==> config.mk <==
export PLATFORM = sky130hd
export DESIGN_NAME = cosine_similarity_unit
export DESIGN_NICKNAME = d
export VERILOG_FILES = /design/src/csu_pkg.sv /design/src/cosine_similarity_unit.sv /design/src/csu_front.sv /design/src/csu_queue.sv /design/src/csu_back.sv
export SDC_FILE = /design/constraint.sdc
export NUM_CORES = 2
export LEC_CHECK = 0
export BUFFER_PORTS_ARGS = -buffer_cell sky130_fd_sc_hd__buf_2
export CAP_MARGIN = 5
export CELL_PAD_IN_SITES_DETAIL_PLACEMENT = 1
export CELL_PAD_IN_SITES_GLOBAL_PLACEMENT = 1
export CORE_ASPECT_RATIO = 2
export CORE_UTILIZATION = 56
export DETAILED_ROUTE_END_ITERATION = 6
export PLACE_DENSITY_LB_ADDON = 0.1
export SLEW_MARGIN = 30
export SYNTH_ARGS = -nofsm -noshare
export SYNTH_HDL_FRONTEND = slang
export SYNTH_SLANG_ARGS = --single-unit
==> constraint.sdc <==
create_clock -name clock -period 27 [get_ports clock]
set_input_delay 2.7 -clock clock [delete_from_list [all_inputs] [get_ports clock]]
set_output_delay 2.7 -clock clock [all_outputs]
set_load 0.1 [all_outputs]
==> src/csu_pkg.sv <==
// Package with the shared widths and types of the cosine similarity unit.
`timescale 1ns / 1ps
package csu_pkg;
   localparam int unsigned MaxLenDefault = 512;
   localparam int unsigned ElemWidth = 16;
   localparam int unsigned DotWidth = 41;
   localparam int unsigned NormWidth = 40;
   localparam int unsigned ProdWidth = 2 * NormWidth;
   localparam int unsigned RootWidth = NormWidth;

   // Finished sums of one vector pair, handed from the front to the back.
   typedef struct packed {
      logic [DotWidth-1:0]  dot;
      logic [NormWidth-1:0] norm_a;
      logic [NormWidth-1:0] norm_b;
   } sums_type;
endpackage

==> src/cosine_similarity_unit.sv <==
// Elements enter at one per cycle while req_full is low; the back end handles
// one vector at a time (four-step norm product, 40-step root, 56-step division,
// then an output state held until popped), and a queue of two entries (four when
// MAX_LEN is below 64) lets the front keep accumulating the next vector meanwhile.
// Reset clears the accumulators, the queue and the back-end state.
`timescale 1ns / 1ps
module cosine_similarity_unit #(
   parameter int unsigned MAX_LEN = csu_pkg::MaxLenDefault
) (
   input  logic                                 clock,
   input  logic                                 reset,
   input  logic                                 req_push,
   output logic                                 req_full,
   input  logic signed [csu_pkg::ElemWidth-1:0] req_element_a,
   input  logic signed [csu_pkg::ElemWidth-1:0] req_element_b,
   input  logic                                 req_is_last,
   output logic                                 rsp_empty,
   input  logic                                 rsp_pop,
   output logic signed [csu_pkg::ElemWidth-1:0] rsp_similarity
);
   // Queue depth grows for short vectors so the back end stays fed.
   localparam int unsigned QDepth = (MAX_LEN < 64) ? 4 : 2;
   logic f_push, f_full, b_pop, b_empty;
   csu_pkg::sums_type f_data, b_data;

   csu_front u_front (
      .clock, .reset, .req_push, .req_full, .req_element_a, .req_element_b,
      .req_is_last, .q_push(f_push), .q_full(f_full), .q_data(f_data)
   );

   csu_queue #(.Depth(QDepth)) u_queue (
      .clock, .reset, .push(f_push), .full(f_full), .wdata(f_data),
      .pop(b_pop), .empty(b_empty), .rdata(b_data)
   );

   csu_back u_back (
      .clock, .reset, .q_empty(b_empty), .q_pop(b_pop), .q_data(b_data),
      .rsp_empty, .rsp_pop, .rsp_similarity
   );
endmodule

==> src/csu_front.sv <==
// Front end: accumulates the dot product and both squared norms per vector.
`timescale 1ns / 1ps
module csu_front (
   input  logic                                 clock,
   input  logic                                 reset,
   input  logic                                 req_push,
   output logic                                 req_full,
   input  logic signed [csu_pkg::ElemWidth-1:0] req_element_a,
   input  logic signed [csu_pkg::ElemWidth-1:0] req_element_b,
   input  logic                                 req_is_last,
   output logic                                 q_push,
   input  logic                                 q_full,
   output csu_pkg::sums_type                    q_data
);
   logic [csu_pkg::DotWidth-1:0]  dot_ff, dot_in;
   logic [csu_pkg::NormWidth-1:0] na_ff, na_in, nb_ff, nb_in;
   logic signed [31:0] pab, paa, pbb;
   logic take;

   // Every element waits while the queue is full, so a last element always finds a slot.
   assign req_full = q_full;
   assign take = req_push && !q_full;

   // Element products, exact in 32 bits.
   assign pab = req_element_a * req_element_b;
   assign paa = req_element_a * req_element_a;
   assign pbb = req_element_b * req_element_b;

   // Sums including the current element, wrapping at their widths.
   assign dot_in = dot_ff + {{(csu_pkg::DotWidth-32){pab[31]}}, pab};
   assign na_in = na_ff + {{(csu_pkg::NormWidth-32){1'b0}}, paa};
   assign nb_in = nb_ff + {{(csu_pkg::NormWidth-32){1'b0}}, pbb};

   assign q_push = take && req_is_last;
   assign q_data = '{dot: dot_in, norm_a: na_in, norm_b: nb_in};

   always_ff @(posedge clock) begin
      if (reset || (take && req_is_last)) begin
         dot_ff <= '0;
         na_ff <= '0;
         nb_ff <= '0;
      end else if (take) begin
         dot_ff <= dot_in;
         na_ff <= na_in;
         nb_ff <= nb_in;
      end
   end
endmodule

==> src/csu_queue.sv <==
// Short queue of finished sums between the front and the back.
`timescale 1ns / 1ps
module csu_queue #(
   parameter int unsigned Depth = 2
) (
   input  logic              clock,
   input  logic              reset,
   input  logic              push,
   output logic              full,
   input  csu_pkg::sums_type wdata,
   input  logic              pop,
   output logic              empty,
   output csu_pkg::sums_type rdata
);
   localparam int unsigned Aw = (Depth > 1) ? $clog2(Depth) : 1;
   csu_pkg::sums_type mem_ff [Depth];
   logic [Aw-1:0] wp_ff, rp_ff;
   logic [Aw:0] cnt_ff;

   assign full = (cnt_ff == (Aw+1)'(Depth));
   assign empty = (cnt_ff == '0);
   assign rdata = mem_ff[rp_ff];

   always_ff @(posedge clock) begin
      if (push && !full) mem_ff[wp_ff] <= wdata;
   end

   // Pointer and fill count upkeep.
   always_ff @(posedge clock) begin
      if (reset) begin
         wp_ff <= '0;
         rp_ff <= '0;
         cnt_ff <= '0;
      end else begin
         if (push && !full)
            wp_ff <= (wp_ff == Aw'(Depth-1)) ? '0 : wp_ff + 1'b1;
         if (pop && !empty)
            rp_ff <= (rp_ff == Aw'(Depth-1)) ? '0 : rp_ff + 1'b1;
         cnt_ff <= cnt_ff + (Aw+1)'(push && !full) - (Aw+1)'(pop && !empty);
      end
   end
endmodule

==> src/csu_back.sv <==
// Back end: norm product, square root, division and clamp, one vector at a time.
`timescale 1ns / 1ps
module csu_back (
   input  logic                                 clock,
   input  logic                                 reset,
   input  logic                                 q_empty,
   output logic                                 q_pop,
   input  csu_pkg::sums_type                    q_data,
   output logic                                 rsp_empty,
   input  logic                                 rsp_pop,
   output logic signed [csu_pkg::ElemWidth-1:0] rsp_similarity
);
   localparam logic [2:0] StIdle = 3'd0;
   localparam logic [2:0] StMul  = 3'd1;
   localparam logic [2:0] StRoot = 3'd2;
   localparam logic [2:0] StDiv  = 3'd3;
   localparam logic [2:0] StOut  = 3'd4;
   localparam int unsigned Nw = csu_pkg::NormWidth;
   localparam int unsigned Rw = csu_pkg::RootWidth;
   localparam int unsigned Mw = csu_pkg::DotWidth + 15; // shifted magnitude
   localparam int unsigned Hw = Nw / 2;

   logic [2:0] st_ff, st_in;
   logic [5:0] cnt_ff, cnt_in;
   logic [Nw-1:0] na_ff, nb_ff;
   logic [csu_pkg::ProdWidth-1:0] prod_ff, prod_in;
   logic [Rw:0] rem_ff, rem_in;     // root remainder
   logic [Rw-1:0] root_ff, root_in;
   logic [Mw-1:0] num_ff, num_in;   // dividend shifting into quotient
   logic [Rw:0] drem_ff, drem_in;   // division remainder
   logic neg_ff, neg_in, zero_ff, zero_in;
   logic signed [csu_pkg::ElemWidth-1:0] res_in;
   logic [Hw-1:0] pa, pb;
   logic [2*Hw-1:0] pp;
   logic [Rw+2:0] rtrial;
   logic [Rw+2:0] rshift;
   logic [Rw+2:0] rroot;
   logic [Rw:0] dshift;
   logic [csu_pkg::DotWidth-1:0] mag;

   assign q_pop = (st_ff == StIdle) && !q_empty;
   assign rsp_empty = (st_ff != StOut);
   assign rsp_similarity = res_in;
   assign mag = q_data.dot[csu_pkg::DotWidth-1] ? -q_data.dot : q_data.dot;

   // Partial product for the norm product: four 20x20 steps.
   assign pa = cnt_ff[1] ? na_ff[Nw-1:Hw] : na_ff[Hw-1:0];
   assign pb = cnt_ff[0] ? nb_ff[Nw-1:Hw] : nb_ff[Hw-1:0];
   assign pp = pa * pb;

   // One root bit per step from the two top bits of the product.
   assign rshift = {rem_ff, prod_ff[csu_pkg::ProdWidth-1 -: 2]};
   assign rroot = {1'b0, root_ff, 2'b01};
   assign rtrial = rshift - rroot;
   assign dshift = {drem_ff[Rw-1:0], num_ff[Mw-1]};

   always_comb begin
      st_in = st_ff;
      cnt_in = cnt_ff;
      prod_in = prod_ff;
      rem_in = rem_ff;
      root_in = root_ff;
      num_in = num_ff;
      drem_in = drem_ff;
      neg_in = neg_ff;
      zero_in = zero_ff;
      res_in = '0;
      unique case (st_ff)
         StIdle: begin
            if (!q_empty) begin
               st_in = StMul;
               cnt_in = '0;
               prod_in = '0;
               neg_in = q_data.dot[csu_pkg::DotWidth-1];
               zero_in = (q_data.norm_a == '0) || (q_data.norm_b == '0);
               num_in = {mag, 15'd0};
            end
         end
         StMul: begin
            prod_in = prod_ff + ({{(csu_pkg::ProdWidth-2*Hw){1'b0}}, pp}
                      << (Hw * (32'(cnt_ff[1]) + 32'(cnt_ff[0]))));
            cnt_in = cnt_ff + 1'b1;
            if (cnt_ff == 6'd3) begin
               st_in = StRoot;
               cnt_in = '0;
               rem_in = '0;
               root_in = '0;
            end
         end
         StRoot: begin
            prod_in = prod_ff << 2;
            if (rshift >= rroot) begin
               rem_in = rtrial[Rw:0];
               root_in = {root_ff[Rw-2:0], 1'b1};
            end else begin
               rem_in = rshift[Rw:0];
               root_in = {root_ff[Rw-2:0], 1'b0};
            end
            cnt_in = cnt_ff + 1'b1;
            if (cnt_ff == 6'(Rw-1)) begin
               st_in = StDiv;
               cnt_in = '0;
               drem_in = '0;
            end
         end
         StDiv: begin
            if (dshift >= {1'b0, root_ff}) begin
               drem_in = dshift - {1'b0, root_ff};
               num_in = {num_ff[Mw-2:0], 1'b1};
            end else begin
               drem_in = dshift;
               num_in = {num_ff[Mw-2:0], 1'b0};
            end
            cnt_in = cnt_ff + 1'b1;
            if (cnt_ff == 6'(Mw-1)) st_in = StOut;
         end
         StOut: begin
            if (zero_ff || root_ff == '0) res_in = '0;
            else if (neg_ff)
               res_in = (num_ff > Mw'(32768)) ? 16'sh8000 : -$signed(num_ff[15:0]);
            else
               res_in = (num_ff > Mw'(32767)) ? 16'sh7fff : $signed(num_ff[15:0]);
            if (rsp_pop) st_in = StIdle;
         end
         default: st_in = StIdle;
      endcase
   end

   always_ff @(posedge clock) begin
      if (reset) begin
         st_ff <= StIdle;
         cnt_ff <= '0;
      end else begin
         st_ff <= st_in;
         cnt_ff <= cnt_in;
      end
   end

   // Operand capture and datapath registers.
   always_ff @(posedge clock) begin
      if (st_ff == StIdle && !q_empty) begin
         na_ff <= q_data.norm_a;
         nb_ff <= q_data.norm_b;
      end
      prod_ff <= prod_in;
      rem_ff <= rem_in;
      root_ff <= root_in;
      num_ff <= num_in;
      drem_ff <= drem_in;
      neg_ff <= neg_in;
      zero_ff <= zero_in;
   end
endmodule

== After elaboration in Yosys (flattened, before gate mapping) ==
Memories as Yosys holds them, arrays and structs flattened. A register that Yosys moved wholly into a read port is not among the register bits.
Cells that the tools add are included.

* Register bits after elaboration: 473
* RAM bits: 242
* Bits of input ports: 37
* Output and inout bits: 18
* Word-level logic and storage cells: 122
* Memories: 1

* Add/sub/neg operators: 14
* Multiply operators: 5
* Magnitude comparators: 4
* Eq/ne operators: 14
* Shifts and indexed selects: 1
* Muxes and demuxes: 38
* Bitwise gates (word level): 1
* Reduce and logical (&&, ||, !) cells: 27

{| class="wikitable"
|+ Memories
! name !! depth !! bits a word !! rd ports !! clocked after Yosys merged registers in !! write ports !! RTL line !! RTL
|-
| u_queue.mem_ff || 2 || 121 || 1 || 1 || 1 || csu_queue.sv:16 || <nowiki>csu_pkg::sums_type mem_ff [Depth];</nowiki>
|}

{| class="wikitable"
|+ Operator list
! kind !! count
|-
| $pmux 80 s3 || 1
|-
| $pmux 40 s2 || 2
|-
| $mux 41 || 3
|-
| $logic_not 40->1 || 3
|-
| $mux 40 || 3
|-
| $pmux 56 s2 || 1
|-
| $mul 16x16->32 || 3
|-
| $pmux 41 s2 || 1
|-
| $add 40x32->40 || 2
|-
| $add 80x80->80 || 1
|-
| $mux 16 || 5
|-
| $mux 80 || 1
|-
| $shl 40x32->80 || 1
|-
| $gt 56x15->1 const B || 1
|-
| $gt 56x16->1 const B || 1
|-
| $mux 56 || 1
|-
| $ge 43x42->1 || 1
|-
| $add 41x41->41 || 1
|-
| $ge 41x40->1 || 1
|-
| $neg 41->41 || 1
|-
| $sub 41x41->41 || 1
|-
| $mul 20x20->40 || 1
|-
| $mux 20 || 2
|-
| $sub 40x40->40 || 1
|-
| other kinds (32) || 65
|}

== Depth between registers and ports, before layout ==
* Word-level depth: 7
* Depth in mapped cells: 44
* Depth with buffers taken out: 40

== Cells and area by module ==
From an unflattened synthesis, not the netlist that was laid out.

* Cells, all modules: 9,061
* Area total of the unflattened synthesis: 84,747.5 µm²

{| class="wikitable"
|+ Modules (own cells, without submodules)
! module !! instances !! cells an instance !! area each (µm²) !! seq. area each (µm²)
|-
| csu_back || 1 || 4,298 || 38,390.6 || 10,359.9
|-
| csu_front || 1 || 4,360 || 37,369.6 || 2,422.3
|-
| csu_queue || 1 || 403 || 8,987.4 || 7,367.1
|}

== Least setup slack after synthesis ==
No wires, ideal clock.

* Path type: reg-to-reg
* Start: register u_back.st_ff[0]
* End: register u_back.num_ff[0], enable pin
* Library setup time: 0.420 ns
* Arrival time: 10.385 ns
* Required time: 26.580 ns
* Slack: 16.195 ns
* Cell stages (with the launch flop): 4
* Path buffers: 1
* Clock period less this slack: 10.805 ns
* Path through: dfxtp_1 > clkbuf_1 > nor4_1 > nand2b_1

* Word-level cells in the longest chain between the ends: 3
* Elaborated cells on any way between the ends: 5
* Those cells by class: 2 x eq/ne; 3 x reduce/logical

{| class="wikitable"
|+ RTL lines
! element !! RTL line !! RTL
|-
| start, declared || csu_back.sv:23 || <nowiki>logic [2:0] st_ff, st_in;</nowiki>
|-
| start signal, assigned || csu_back.sv:131 || <nowiki>st_ff <= StIdle;</nowiki>
|-
| start signal, assigned || csu_back.sv:134 || <nowiki>st_ff <= st_in;</nowiki>
|-
| $logic_not 3->1 / $eq 3x2->1 (equally long branches) || csu_back.sv:68 || <nowiki>unique case (st_ff)</nowiki>
|-
| $ne 2x2->1 (no source line) / $reduce_bool 2->1 (equally long branches) || n/a ||
|-
| $reduce_and 2->1 (no source line) (*) || n/a ||
|-
| end signal, assigned || csu_back.sv:148 || <nowiki>num_ff <= num_in;</nowiki>
|-
| end, declared || csu_back.sv:29 || <nowiki>logic [Mw-1:0] num_ff, num_in;</nowiki>
|}

Mark *: on every way between the ends. The rest lies on a longest branch, timed or not.
A chain may end at the register's enable or synchronous reset.

== Worst setup path in the final report ==
* Start: input port req_element_b[15] (netlist bit)
* End: register u_front.nb_ff[36] (netlist bit)

* Word-level cells in the longest chain between the ends: 2

{| class="wikitable"
|+ RTL lines
! element !! RTL line !! RTL
|-
| start, declared || cosine_similarity_unit.sv:15 || <nowiki>input logic signed [csu_pkg::ElemWidth-1:0] req_element_b,</nowiki>
|-
| $mul 16x16->32 || csu_front.sv:27 || <nowiki>assign pbb = req_element_b * req_element_b;</nowiki>
|-
| $add 40x32->40 || csu_front.sv:32 || <nowiki>assign nb_in = nb_ff + {{(csu_pkg::NormWidth-32){1'b0}}, pbb};</nowiki>
|-
| end signal, assigned || csu_front.sv:45 || <nowiki>nb_ff <= nb_in;</nowiki>
|-
| end, declared || csu_front.sv:16 || <nowiki>logic [csu_pkg::NormWidth-1:0] na_ff, na_in, nb_ff, nb_in;</nowiki>
|}

Every way passes these cells.

==> metrics.md <==
| Metric | Value |
|---|---|
| Status | `completed` |
| Highest-delay cell along the critical path | `clkinv_1` |
| Vias post-DR | `65700` |
| F_max | `0.0798 GHz` |
| Final wirelength | `288000 um` |
| Slew headroom | `0.186` |
| Die H | `549 um` |
| Layout Area Growth over Synthesis | `5.59%` |
| Rows | `200` |
| Drt pass-1 iters | `5` |
| Syn Inst Count | `8899` |
| Largest net degree at the start of global routing | `77` |
| Seq/Total Area, Yosys | `0.240` |
| Initial core utilization | `0.564` |
| Antenna violations before repair | `11` |
| RSZ-0062 raised after global routing | `no` |
| # hold bufs at CTS | `0` |
| Worst EP required | `27520 ps` |
| Core ar. | `149000 um2` |
| Kind of critical path | `in2reg` |
| Die width | `276 um` |
| Post-CTS sizing | `0` |
| Hpwl dp | `232000 um` |
| GRT busiest layer | `met2` |
| Fillers | `16809` |
| Clock buffer depth | `3` |
| GRT Residual Overflow | `0` |
| Syn avg cell area | `9.43 um2` |
| Crit Path Max Fanout | `39` |
| Total GRT Usage | `0.387` |
| Yosys warnings | `0` |
| Minimum clock period | `12530 ps` |
| Synthesized Nets | `10679` |
| Worst Setup End Kind | `flop` |
| Post-CTS setup repair buffer count | `0` |
| CTS clock-pin slew for the worst setup and hold paths | `70 ps` |
| Final Hold Vio Count | `0` |
| Share of layout cells above drive strength 1 | `0.0548` |
| Buffers added on ports | `54` |
| Main synth FF type | `edfxtp_1` |
| Cell variety after synth | `85` |
| TritonCTS clock tree | `yes` |
| Root Buffer | `clkbuf_16` |
| Post-Syn Area | `83900 um2` |
| Met3 Use GR | `0.0629` |
| Antenna-violating nets left | `0` |
| GR Layer Usage met2 | `0.721` |
| Max cap viols | `0` |
| Clk_skew | `36.3 ps` |
| Gpl congestion | `1.02` |
| Initial drt markers | `3010` |
| Most frequent cells in the layout | `inv_1, fa_1, nand2_1, nor2_1, ha_1` |
| Vias in the first global route | `75290` |
| Die area | `151000 um2` |
| Layout Nets | `10559` |
| Routed vias/inst | `6.11` |
| Pins Over Slew Limit | `0` |
| Tightest Pin Transition | `1210 ps` |
| # setup viols final | `0` |
| Post-synth EDFFs | `581` |
| Period utilization | `0.464` |
| CP Launch Type | `primary input` |
| Most frequent CP cell | `fa_1` |
| H-tree Lvls | `3` |
| Clock latency on the worst-skew pair | `680 ps` |
| I/O pins | `55` |
| Async set-reset flop share out of synthesis | `0` |
| Drt wl/cell | `26.8 um` |
| #FFs+latches synth | `716` |
| Hold Crit Class | `reg2reg` |
| Crit path DAT | `13050 ps` |
| Post-route setup TNS | `0 ps` |
| Commonest non-fill, non-tap cell in the layout | `inv_1` |
| Met1 global-route usage | `0.340` |
| TritonCTS Buffers | `68` |
| Drc violations | `0` |
| First-pass GRT wire length | `437000 um` |
| Critical path's largest stage delay | `730 ps` |
| TritonCTS Sinks | `716` |
## metal layers
layer / wire [um] / vias to the layer above
li1: - / 29074
met5: 22 / -
met2: 154000 / 1906
met4: 33600 / 4
met3: 11900 / 1197
met1: 88100 / 33519
## synthesized netlist by cell type, drive strengths merged (65+ instances only)
cell type / n / area [um2]
nand2: 1002 / 3760
clkbuf: 281 / 1050
xnor2: 284 / 2490
ha: 679 / 8500
nand2b: 83 / 519
and3: 65 / 407
mux2i: 134 / 1340
mux2: 118 / 1330
fa: 1064 / 21300
nor2: 717 / 2690
dfxtp: 135 / 2700
a21o: 216 / 1620
o21ai: 325 / 1630
xor2: 162 / 1420
inv: 1343 / 5040
a21oi: 497 / 2490
and2: 213 / 1330
nor3: 81 / 405
nand3: 97 / 485
edfxtp: 581 / 17400
o21a: 74 / 556
## worst max-delay path: cells and delay by family
family          cells  cell delay (ps)
simple gates        7             1830
compound gates      7             2220
buf+inv             5             1510
fa+ha+maj           8             3900
xor+xnor            2              850
## final cells by class
class | count | area (um2) | share of cell area
multi-input combinational | 6500 | 57700 | 0.652
tap | 1919 | 2400 | 0.0271
sequential | 716 | 20200 | 0.228
antenna | 6 | 15.0 | 0.000169
clock inverter | 34 | 408 | 0.00460
inverter | 1350 | 5070 | 0.0572
timing repair buffer | 143 | 951 | 0.0107
clock buffer | 89 | 1860 | 0.0210
## final timing paths
kind                                                     from                        endpoint  slack (ps)  depth (start not counted)
worst max register to register  u_back.cnt_ff[1]$_SDFFE_PP0P_    u_back.prod_ff[78]$_DFFE_PP_       14610                         39
worst min-delay path            u_front.na_ff[0]$_SDFFE_PP0P_   u_front.na_ff[0]$_SDFFE_PP0P_         460                          2
worst max-delay path                        req_element_b[15]  u_front.nb_ff[36]$_SDFFE_PP0P_       14470                         29
worst min register to register  u_front.na_ff[0]$_SDFFE_PP0P_   u_front.na_ff[0]$_SDFFE_PP0P_         460                          2
## through the flow
step / worst slack, ps / area [um2] / util / cells / hold slack, ps
floorplan: 16200 / 83900 / - / 8899 / 436
global placement: 14280 / 86100 / 0.579 / 10624 / 446
detailed placement: 14010 / 86200 / 0.580 / 10625 / 455
CTS: 14690 / 88400 / 0.595 / 10748 / 463
global route: 14200 / 88600 / 0.596 / 10752 / 477
finish: 14470 / 88600 / 0.596 / 10757 / 462
## registers in the layout, indices dropped and copies added (netlist names), named ones only
name and cells:
u_back.cnt_ff 6, u_back.num_ff 56, u_back.rem_ff 41, u_queue.rp_ff 1, u_front.dot_ff 41, u_queue.wp_ff 1, u_front.na_ff 40, u_back.na_ff 40
u_back.prod_ff 80, u_back.nb_ff 40, u_back.root_ff 40, u_queue.mem_ff 242, u_queue.cnt_ff 2, u_back.st_ff 3, u_back.zero_ff 1, u_back.neg_ff 1
u_back.drem_ff 40, u_front.nb_ff 40
## kinds of logic after synthesis
| family | share of synthesized area |
|---|---|
| and+or+nand+nor | 0.137 |
| adders and majority gates | 0.355 |
| buffers and inverters | 0.0758 |
| AOI/OAI and AO/OA | 0.113 |
| DFF | 0.240 |
| xor gates and xnor gates | 0.0468 |
| muxes | 0.0318 |
Power is left out: the tool's default activity adds up to more than one toggle a clock period on the data nets, which glitch-free logic cannot reach.
